File: src/rtl/s2a_pkg.sv
// Package: types, constants and the set-1 keymap for the scancode FIFO.
`timescale 1ns / 1ps
package s2a_pkg;

	localparam int CAPACITY    = 16;
	localparam int IDX_W       = (CAPACITY > 1) ? $clog2(CAPACITY) : 1;
	localparam int SCAN_W      = 8;
	localparam int CHAR_W      = 7;
	localparam int RELEASE_BIT = 7;

	typedef logic [IDX_W-1:0]  idx_t;
	typedef logic [CHAR_W-1:0] char_t;
	typedef logic [SCAN_W-1:0] scan_t;

	typedef enum logic {
		REQ_SCAN = 1'b0,
		REQ_POP  = 1'b1
	} req_kind_t;

	typedef struct packed {
		logic  en;
		logic  push;
		logic  pop;
		char_t wdata;
	} fifo_cmd_t;

	typedef struct packed {
		logic  char_valid;
		char_t char_out;
		logic  stored;
		logic  dropped;
		logic  is_empty;
		logic  is_full;
	} fifo_rsp_t;

	function automatic idx_t ring_next(idx_t i);
		if (i == idx_t'(CAPACITY - 1)) begin
			return '0;
		end
		return i + idx_t'(1);
	endfunction

	// Unshifted US layout; zero means no character.
	function automatic char_t set1_lookup(logic [6:0] code);
		char_t c;
		case (code)
			7'h02: c = 7'h31;
			7'h03: c = 7'h32;
			7'h04: c = 7'h33;
			7'h05: c = 7'h34;
			7'h06: c = 7'h35;
			7'h07: c = 7'h36;
			7'h08: c = 7'h37;
			7'h09: c = 7'h38;
			7'h0A: c = 7'h39;
			7'h0B: c = 7'h30;
			7'h0C: c = 7'h2D;
			7'h0D: c = 7'h3D;
			7'h0E: c = 7'h08;
			7'h0F: c = 7'h09;
			7'h10: c = 7'h71;
			7'h11: c = 7'h77;
			7'h12: c = 7'h65;
			7'h13: c = 7'h72;
			7'h14: c = 7'h74;
			7'h15: c = 7'h79;
			7'h16: c = 7'h75;
			7'h17: c = 7'h69;
			7'h18: c = 7'h6F;
			7'h19: c = 7'h70;
			7'h1A: c = 7'h5B;
			7'h1B: c = 7'h5D;
			7'h1C: c = 7'h0A;
			7'h1E: c = 7'h61;
			7'h1F: c = 7'h73;
			7'h20: c = 7'h64;
			7'h21: c = 7'h66;
			7'h22: c = 7'h67;
			7'h23: c = 7'h68;
			7'h24: c = 7'h6A;
			7'h25: c = 7'h6B;
			7'h26: c = 7'h6C;
			7'h27: c = 7'h3B;
			7'h28: c = 7'h27;
			7'h29: c = 7'h60;
			7'h2B: c = 7'h5C;
			7'h2C: c = 7'h7A;
			7'h2D: c = 7'h78;
			7'h2E: c = 7'h63;
			7'h2F: c = 7'h76;
			7'h30: c = 7'h62;
			7'h31: c = 7'h6E;
			7'h32: c = 7'h6D;
			7'h33: c = 7'h2C;
			7'h34: c = 7'h2E;
			7'h35: c = 7'h2F;
			7'h39: c = 7'h20;
			default: c = '0;
		endcase
		return c;
	endfunction

endpackage

File: src/rtl/s2a_req_if.sv
// Request channel: scancode byte or pop request.
`timescale 1ns / 1ps
interface s2a_req_if;
	logic       valid;
	logic       ready;
	logic       req_type;
	logic [7:0] scan_byte;

	modport source (output valid, output req_type, output scan_byte, input ready);
	modport sink   (input valid, input req_type, input scan_byte, output ready);
endinterface

File: src/rtl/s2a_rsp_if.sv
// Result channel: popped character and FIFO status.
`timescale 1ns / 1ps
interface s2a_rsp_if;
	logic       valid;
	logic       ready;
	logic       char_valid;
	logic [6:0] char_out;
	logic       stored;
	logic       dropped;
	logic       is_empty;
	logic       is_full;

	modport source (output valid, output char_valid, output char_out, output stored,
		output dropped, output is_empty, output is_full, input ready);
	modport sink   (input valid, input char_valid, input char_out, input stored,
		input dropped, input is_empty, input is_full, output ready);
endinterface

File: src/rtl/s2a_char_fifo.sv
// Character ring FIFO with one slot kept free; push/pop decision and status.
`timescale 1ns / 1ps
module s2a_char_fifo
	import s2a_pkg::*;
(
	input  logic      clk,
	input  logic      arst_n,
	input  fifo_cmd_t cmd,
	output fifo_rsp_t rsp
);

	char_t store_q [CAPACITY];
	idx_t  wr_idx_q;
	idx_t  rd_idx_q;

	logic  empty;
	logic  full;
	logic  do_push;
	logic  do_pop;
	idx_t  wr_next;
	idx_t  rd_next;

	always_comb begin
		empty   = (wr_idx_q == rd_idx_q);
		full    = (ring_next(wr_idx_q) == rd_idx_q);
		do_push = cmd.push && !full;
		do_pop  = cmd.pop && !empty;
		wr_next = do_push ? ring_next(wr_idx_q) : wr_idx_q;
		rd_next = do_pop ? ring_next(rd_idx_q) : rd_idx_q;

		rsp.char_valid = do_pop;
		rsp.char_out   = do_pop ? store_q[rd_idx_q] : '0;
		rsp.stored     = do_push;
		rsp.dropped    = cmd.push && full;
		rsp.is_empty   = (wr_next == rd_next);
		rsp.is_full    = (ring_next(wr_next) == rd_next);
	end

	always_ff @(posedge clk or negedge arst_n) begin
		if (!arst_n) begin
			wr_idx_q <= '0;
			rd_idx_q <= '0;
		end else if (cmd.en) begin
			wr_idx_q <= wr_next;
			rd_idx_q <= rd_next;
		end
	end

	always_ff @(posedge clk) begin
		if (cmd.en && do_push) begin
			store_q[wr_idx_q] <= cmd.wdata;
		end
	end

endmodule

File: src/rtl/scancode_to_ascii_fifo.sv
// An accepted request does its keymap lookup and FIFO access in the input stage;
// the outcome is loaded into the result register, which offers the result beat.
// Throughput: one request per cycle unless a result beat is stalled.
// The input stage advances whenever the result register is empty or being drained.
// Reset: indices cleared, FIFO empty, both stages invalid; character storage
// is not cleared and holds no meaning until written.
`timescale 1ns / 1ps
module scancode_to_ascii_fifo
	import s2a_pkg::*;
(
	input  logic         clk,
	input  logic         arst_n,
	s2a_req_if.sink      req,
	s2a_rsp_if.source    rsp
);

	logic      valid_s1;
	logic      req_type_s1;
	scan_t     scan_s1;

	logic      valid_s2;
	fifo_rsp_t res_s2;

	logic      advance;
	char_t     mapped;
	fifo_cmd_t cmd;
	fifo_rsp_t res;

	assign advance   = !valid_s2 || rsp.ready;
	assign req.ready = !valid_s1 || advance;

	always_ff @(posedge clk or negedge arst_n) begin
		if (!arst_n) begin
			valid_s1 <= 1'b0;
		end else if (req.ready) begin
			valid_s1 <= req.valid;
		end
	end

	always_ff @(posedge clk) begin
		if (req.valid && req.ready) begin
			req_type_s1 <= req.req_type;
			scan_s1     <= req.scan_byte;
		end
	end

	always_comb begin
		mapped    = set1_lookup(scan_s1[6:0]);
		cmd.en    = valid_s1 && advance;
		cmd.pop   = valid_s1 && (req_type_s1 == REQ_POP);
		// release codes and unmapped make codes never reach the FIFO
		cmd.push  = valid_s1 && (req_type_s1 == REQ_SCAN) && !scan_s1[RELEASE_BIT]
			&& (mapped != '0);
		cmd.wdata = mapped;
	end

	s2a_char_fifo u_fifo (
		.clk    (clk),
		.arst_n (arst_n),
		.cmd    (cmd),
		.rsp    (res)
	);

	always_ff @(posedge clk or negedge arst_n) begin
		if (!arst_n) begin
			valid_s2 <= 1'b0;
		end else if (advance) begin
			valid_s2 <= valid_s1;
		end
	end

	always_ff @(posedge clk) begin
		if (cmd.en) begin
			res_s2 <= res;
		end
	end

	assign rsp.valid      = valid_s2;
	assign rsp.char_valid = res_s2.char_valid;
	assign rsp.char_out   = res_s2.char_out;
	assign rsp.stored     = res_s2.stored;
	assign rsp.dropped    = res_s2.dropped;
	assign rsp.is_empty   = res_s2.is_empty;
	assign rsp.is_full    = res_s2.is_full;

endmodule

File: src/flat_wrapper.sv
// flat-port wrapper written by rule: the top's interface ports become plain ports
module scancode_to_ascii_fifo_flat import s2a_pkg::*;
  (clk, arst_n, req_valid, req_req_type, req_scan_byte, req_ready, rsp_valid, rsp_char_valid, rsp_char_out, rsp_stored, rsp_dropped, rsp_is_empty, rsp_is_full, rsp_ready);
  s2a_req_if req_i ();
  s2a_rsp_if rsp_i ();
  input  logic clk;
  input  logic arst_n;
  input wire logic [$bits(req_i.valid)-1:0] req_valid;
  input wire logic [$bits(req_i.req_type)-1:0] req_req_type;
  input wire logic [$bits(req_i.scan_byte)-1:0] req_scan_byte;
  output wire logic [$bits(req_i.ready)-1:0] req_ready;
  output wire logic [$bits(rsp_i.valid)-1:0] rsp_valid;
  output wire logic [$bits(rsp_i.char_valid)-1:0] rsp_char_valid;
  output wire logic [$bits(rsp_i.char_out)-1:0] rsp_char_out;
  output wire logic [$bits(rsp_i.stored)-1:0] rsp_stored;
  output wire logic [$bits(rsp_i.dropped)-1:0] rsp_dropped;
  output wire logic [$bits(rsp_i.is_empty)-1:0] rsp_is_empty;
  output wire logic [$bits(rsp_i.is_full)-1:0] rsp_is_full;
  input wire logic [$bits(rsp_i.ready)-1:0] rsp_ready;
  assign req_i.valid = req_valid;
  assign req_i.req_type = req_req_type;
  assign req_i.scan_byte = req_scan_byte;
  assign req_ready = req_i.ready;
  assign rsp_valid = rsp_i.valid;
  assign rsp_char_valid = rsp_i.char_valid;
  assign rsp_char_out = rsp_i.char_out;
  assign rsp_stored = rsp_i.stored;
  assign rsp_dropped = rsp_i.dropped;
  assign rsp_is_empty = rsp_i.is_empty;
  assign rsp_is_full = rsp_i.is_full;
  assign rsp_i.ready = rsp_ready;
  scancode_to_ascii_fifo u_core (.clk(clk), .arst_n(arst_n), .req(req_i), .rsp(rsp_i));
endmodule
File: config.mk
export PLATFORM = sky130hd
export DESIGN_NAME = scancode_to_ascii_fifo_flat
export DESIGN_NICKNAME = d
export VERILOG_FILES = /design/src/rtl/s2a_pkg.sv /design/src/rtl/s2a_req_if.sv /design/src/rtl/s2a_rsp_if.sv /design/src/rtl/s2a_char_fifo.sv /design/src/rtl/scancode_to_ascii_fifo.sv /design/src/flat_wrapper.sv
export SDC_FILE = /design/constraint.sdc
export NUM_CORES = 1
export LEC_CHECK = 0
export BUFFER_PORTS_ARGS = -buffer_cell sky130_fd_sc_hd__buf_2
export CAP_MARGIN = 20
export CORE_AREA = 5 5 114 170
export CTS_CLUSTER_SIZE = 12
export DETAILED_ROUTE_END_ITERATION = 8
export DIE_AREA = 0 0 119 175
export PLACE_DENSITY = 0.6
export SKIP_LAST_GASP = 1
export SLEW_MARGIN = 10
export SYNTH_ARGS = -nofsm -noshare
export SYNTH_HDL_FRONTEND = slang
export SYNTH_SLANG_ARGS = --single-unit
File: constraint.sdc
create_clock -name clk -period 2.9 [get_ports clk]
set_input_delay 0.435 -clock clk [delete_from_list [all_inputs] [get_ports clk]]
set_output_delay 0.435 -clock clk [all_outputs]
set_load 0.1 [all_outputs]
# After elaboration in Yosys (flattened, before gate mapping)
# Memory sizes are Yosys's and may differ from the RTL's. A register that Yosys moved wholly into a read port is not among the register bits.
# Cells that the tools add are included.
# Widths: inputs -> output; s select.
# word_totals
reg_bits	24
ram_bits	112
rom_bits	448
out_inout_bits	14
memories	2
# memory_table
name	words	word_bits	rd	rd_ports_with_merged_regs	write_ports	line	text
(no name shown)	64	7	1	1	0	s2a_pkg.sv:46	case (code)
u_core.u_fifo.store_q	16	7	1	1	1	s2a_char_fifo.sv:12	char_t store_q [CAPACITY];
# classes
add_sub_neg	3
n_eq_ne	7
mux	15
bitwise	1
reduce_logical	19
# ops
op	count
$mux 4	8
$eq 4x4->1	4
$add 4x1->4 const B	3
$eq 4x4->1 const B	3
$logic_and 1x1->1	10
$mux 7	1
$reduce_bool 7->1	1
$logic_not 1->1	6
$mux 6	1
$mux 1	5
$logic_or 1x1->1	2
$not 1->1	1

# Logic depth before layout (Yosys ltp)
# depth
ltp_word	11
mapped_depth	12
depth_no_buf	12

# Modules after synthesis
# Synthesis repeated with hierarchy kept, for this count alone.
# hier_totals
cells_unflattened	500
hier_area_um2	7424.6
# modules_own_cells
mod	n_inst	cells_per_inst	area_each_um2
s2a_char_fifo	1	300	5429.0
scancode_to_ascii_fifo	1	200	1995.7

# Worst setup path before layout
# OpenSTA, ideal clock, no wires.
# synth_path
kind	register to register
start	reg u_core.valid_s2 (netlist: u_core.rsp.valid)
end	reg with a tool-made name
t_arrival_ns	4.217
path_slack_ns	-1.446
stages_incl_launch_ff	11
path_buffers	0
synth_period_minus_slack_ns	4.346
cell_sequence	dfrtp_1 nand3b_1 nand2_2 mux2i_1 inv_1 ha_1 nor3_1 a21oi_1 and3_1 o21ai_0 o21ai_1
# synth_lines
element	line	text
from (decl)	scancode_to_ascii_fifo.sv:21	logic valid_s2;
from (signal assigned)	scancode_to_ascii_fifo.sv:68	valid_s2 <= valid_s1;

==> reports/results.tsv <==
stage	metric	value	unit
yosys	synthFlopType	edfxtp_1	
clock_tree	ctsHtreeMaxLevel	4	
worst_setup_path	path_delay_family	simple AND/OR/NAND/NOR gates	
timing	fin_ws	-0.0610	ns
floorplan	start_util	39.2	%
yosys	async_reset_ff_share	6.67	%
worst_setup_path	worst_ep_arrival_time	3.20	ns
outcome	status	finished with violations	
place	dp_hpwl	10100	µm
yosys	synth_top_family_by_area	multiplexers	
floorplan	die_h	175	µm
cells_and_area	layout_commonest_cell	edfxtp_1	
floorplan	fp.dieArea	20800	µm²
yosys	muxShareOfSynthArea	14.2	%
worst_setup_path	worstPathRequired	3.13	ns
timing	max_freq	338	MHz
place	dpl.cell_count	715	
routing	ant_nets	0	
routing	first_pass_iters	5	
global_route	grt_overflow	0	
global_route	antenna_found_initial	0	
power_and_ir_drop	p_per_area	905	nW/µm²
clock_tree	cts_sinks	150	
worst_setup_path	start_kind	flip-flop	
yosys	syn_nets	478	
cells_and_area	area.growth.synth_to_final	19.6	%
power_and_ir_drop	leakage	0.00291	µW
place	port_buffers	26	
timing	hold_viol_final	0	
yosys	synth_cells	448	
cells_and_area	fin_cells	751	
place	place_congestion	0.907	
worst_setup_path	critical_path_class	flip-flop to flip-flop	
yosys	synth_xor_area_share	3.04	%
global_route	grt_pass1_vias	4259	
cells_and_area	stdcell_area	8310	µm²
floorplan	rows	60	
place	post_dp_cell_area	7670	µm²
yosys	netlist_area	6950	µm²
timing	drv_slew	0	
floorplan	core	17700	µm²
global_route	grt_pass1_wl	23200	µm
yosys	synth_seq_cells	150	
routing	route.detailed.drc	0	
place	pre_cts_slack	-0.0962	ns
yosys	synth_compound_area_share	6.65	%
global_route	grt_max_degree	32	
yosys	syn_area_per_cell	15.5	µm²
timing	worstMarginPinSlew	1.01	ns
yosys	yosysSeqAreaShare	63.1	%
min_path	min_path_type	input port to flip-flop	
worst_setup_path	slowest_delay	0.45	ns
clock_tree	clkTransAtPathRegs	0.06	ns
clock_tree	cts_root_buffer	clkbuf_16	
routing	viasPerCell	5.37	
yosys	ys_types	62	
routing	wl	14400	µm
yosys	synthAdderAreaFrac	3.06	%
job	maxCapViolCount	0	
worst_setup_path	cpMaxStageDelayCell	dfrtp_2	
yosys	yosysWarnings	0	
cells_and_area	nets	551	
timing	post-route-period-util	102	%
clock_tree	numCtsBuffers	17	
cells_and_area	final_layout_size_suffix_gt1_share	33.3	%
cells_and_area	antenna_cells	0	
global_route	grtUsageTotal	14.5	%
worst_setup_path	crit_chain	buf_4, and2_1, o311a_4, xnor2_2, o21ai_4, mux2_2, ha_1, xor2_1, nand4_1, nor4_2	
worst_setup_path	cp_num_buf_inv	1	
outcome	violations	setup timing	
timing	period_needed	2.96	ns
worst_setup_path	end_kind	flip-flop	
timing	relSlewSlack	32.6	%
floorplan	fp.dieW	119	µm
routing	num_vias	4031	
timing	rsz0062_at_grt	yes	
routing	dr.first_iter.drc_count	272	
clock_tree	clockBufferDepth	2	
worst_setup_path	crit_fanout	5	
floorplan	io-pin-count	27	
yosys	synth-simple-area-share	8.07	%
clock_tree	worstSkewPairLatency	0.42	ns
routing	wl_per_cell	19.1	µm
timing	clock_skew	0.00931	ns
power_and_ir_drop	peakVddDrop	0.000352	V
cells_and_area	final_cell_mix	edfxtp_1 (133), buf_4 (46), mux4_2 (35)	
clock_tree	cts_tree	built	
yosys	synth_enable_flop_cells	133	
timing	setup_viol	1	
layout make-up:
type / instances / area, µm²
inverters: 10 / 43.8
well taps: 217 / 272
multi-input cells: 268 / 2550
fillers: 1546 / 9410
repair buffers: 74 / 505
clock buffers: 17 / 425
clock inverters: 15 / 124
flip-flops and latches: 150 / 4390
what timing repair did:
| item | 4_1_cts | 5_1_grt |
|---|---|---|
| endpoints found under the setup margin | 1 | 50 |
| gates resized for setup | 4 | 5 |
| gates cloned | 0 | 0 |
| setup buffers | 3 | 0 |
| hold endpoints to repair | 10 | 0 |
| hold buffers | 1 | 0 |
| pin swaps | 3 | 2 |
sequential cells by signal (all words and copies together) (netlist names), named ones only:
register / flops
u_core.req_type_s1: 1
u_core.rsp.char_out: 7
u_core.rsp.char_valid: 1
u_core.rsp.dropped: 1
u_core.rsp.is_empty: 1
u_core.rsp.is_full: 1
u_core.rsp.stored: 1
u_core.rsp.valid: 1
u_core.scan_s1: 8
u_core.u_fifo.rd_idx_q: 4
u_core.u_fifo.store_q: 112
u_core.u_fifo.wr_idx_q: 4
u_core.valid_s1: 1
worst reg2reg max path, stage by stage, from the launching register on:
cell and delay [ns]:
dfrtp_2 0.45, buf_4 0.18, and2_1 0.17, o311a_4 0.33, xnor2_2 0.16, o21ai_4 0.21, mux2_2 0.38, ha_1 0.29
xor2_1 0.15, nand4_1 0.14, nor4_2 0.31
per-layer routing:
metal,routed length [µm],part of all wire (%),GRT usage [%],vias to the layer above
li1,-,-,-,1892
met1,5450,38,16.2,2036
met2,8230,57,27.0,87
met3,453,3.2,2.59,16
met4,220,1.5,5.70,0
met5,0,0,0,-
power breakdown:
part	internal [µW]	switching (µW)	leakage (µW)
combinational	1290	1540	0.00124
clock	1120	905	0.000267
sequential	2550	120	0.00141
cell families (layout without fill, tap and decap cells):
logic type                 Yosys count  in the layout
DFF                                150            150
muxes                               53             53
xor gates and xnor gates            19             19
adders and majority gates           17             17
buffers and inverters               30            116
and+or+nand+nor                    113            113
AOI/OAI and AO/OA                   66             66
synthesized netlist by cell type, drive strengths merged (7+ instances only):
master | number | area, µm²
a21oi | 21 | 120
edfxtp | 133 | 3990
ha | 17 | 213
clkbuf | 10 | 37.5
nor3 | 11 | 55.1
dfxtp | 7 | 140
buf | 10 | 55.1
nor2 | 33 | 124
dfrtp | 10 | 250
mux2i | 11 | 114
mux2 | 7 | 82.6
xnor2 | 14 | 153
nor2b | 16 | 100
o21ai | 19 | 98.9
inv | 10 | 37.5
nand2 | 30 | 115
mux4 | 35 | 788
through the flow:
step	utilization, %	total power [µW]	setup TNS (ns)	hold slack (ns)
floorplan	-	4790	-2.73	0.139
global placement	43.3	5390	0	0.324
detailed placement	43.3	5440	-0.0962	0.331
CTS	46.8	7540	0	0.165
global route	46.9	7900	-0.139	0.173
finish	46.9	7520	-0.0610	0.184
worst paths after layout:
kind | from | to | slack [ns] | depth (start not counted)
max in group asynchronous | arst_n | u_core.rsp.valid | 2.24 | 2
hold / removal | req_req_type | u_core.req_type_s1 | 0.18 | 1
setup reg to reg | u_core.u_fifo.wr_idx_q[0] | u_core.rsp.is_full | -0.06 | 10
setup / recovery | u_core.u_fifo.wr_idx_q[0] | u_core.rsp.is_full | -0.06 | 10
hold reg to reg | u_core.rsp.valid | u_core.rsp.valid | 0.58 | 2
min in group asynchronous | arst_n | u_core.u_fifo.rd_idx_q[1] | 0.42 | 2
No activity file was read; power rests on OpenSTA's default activity.
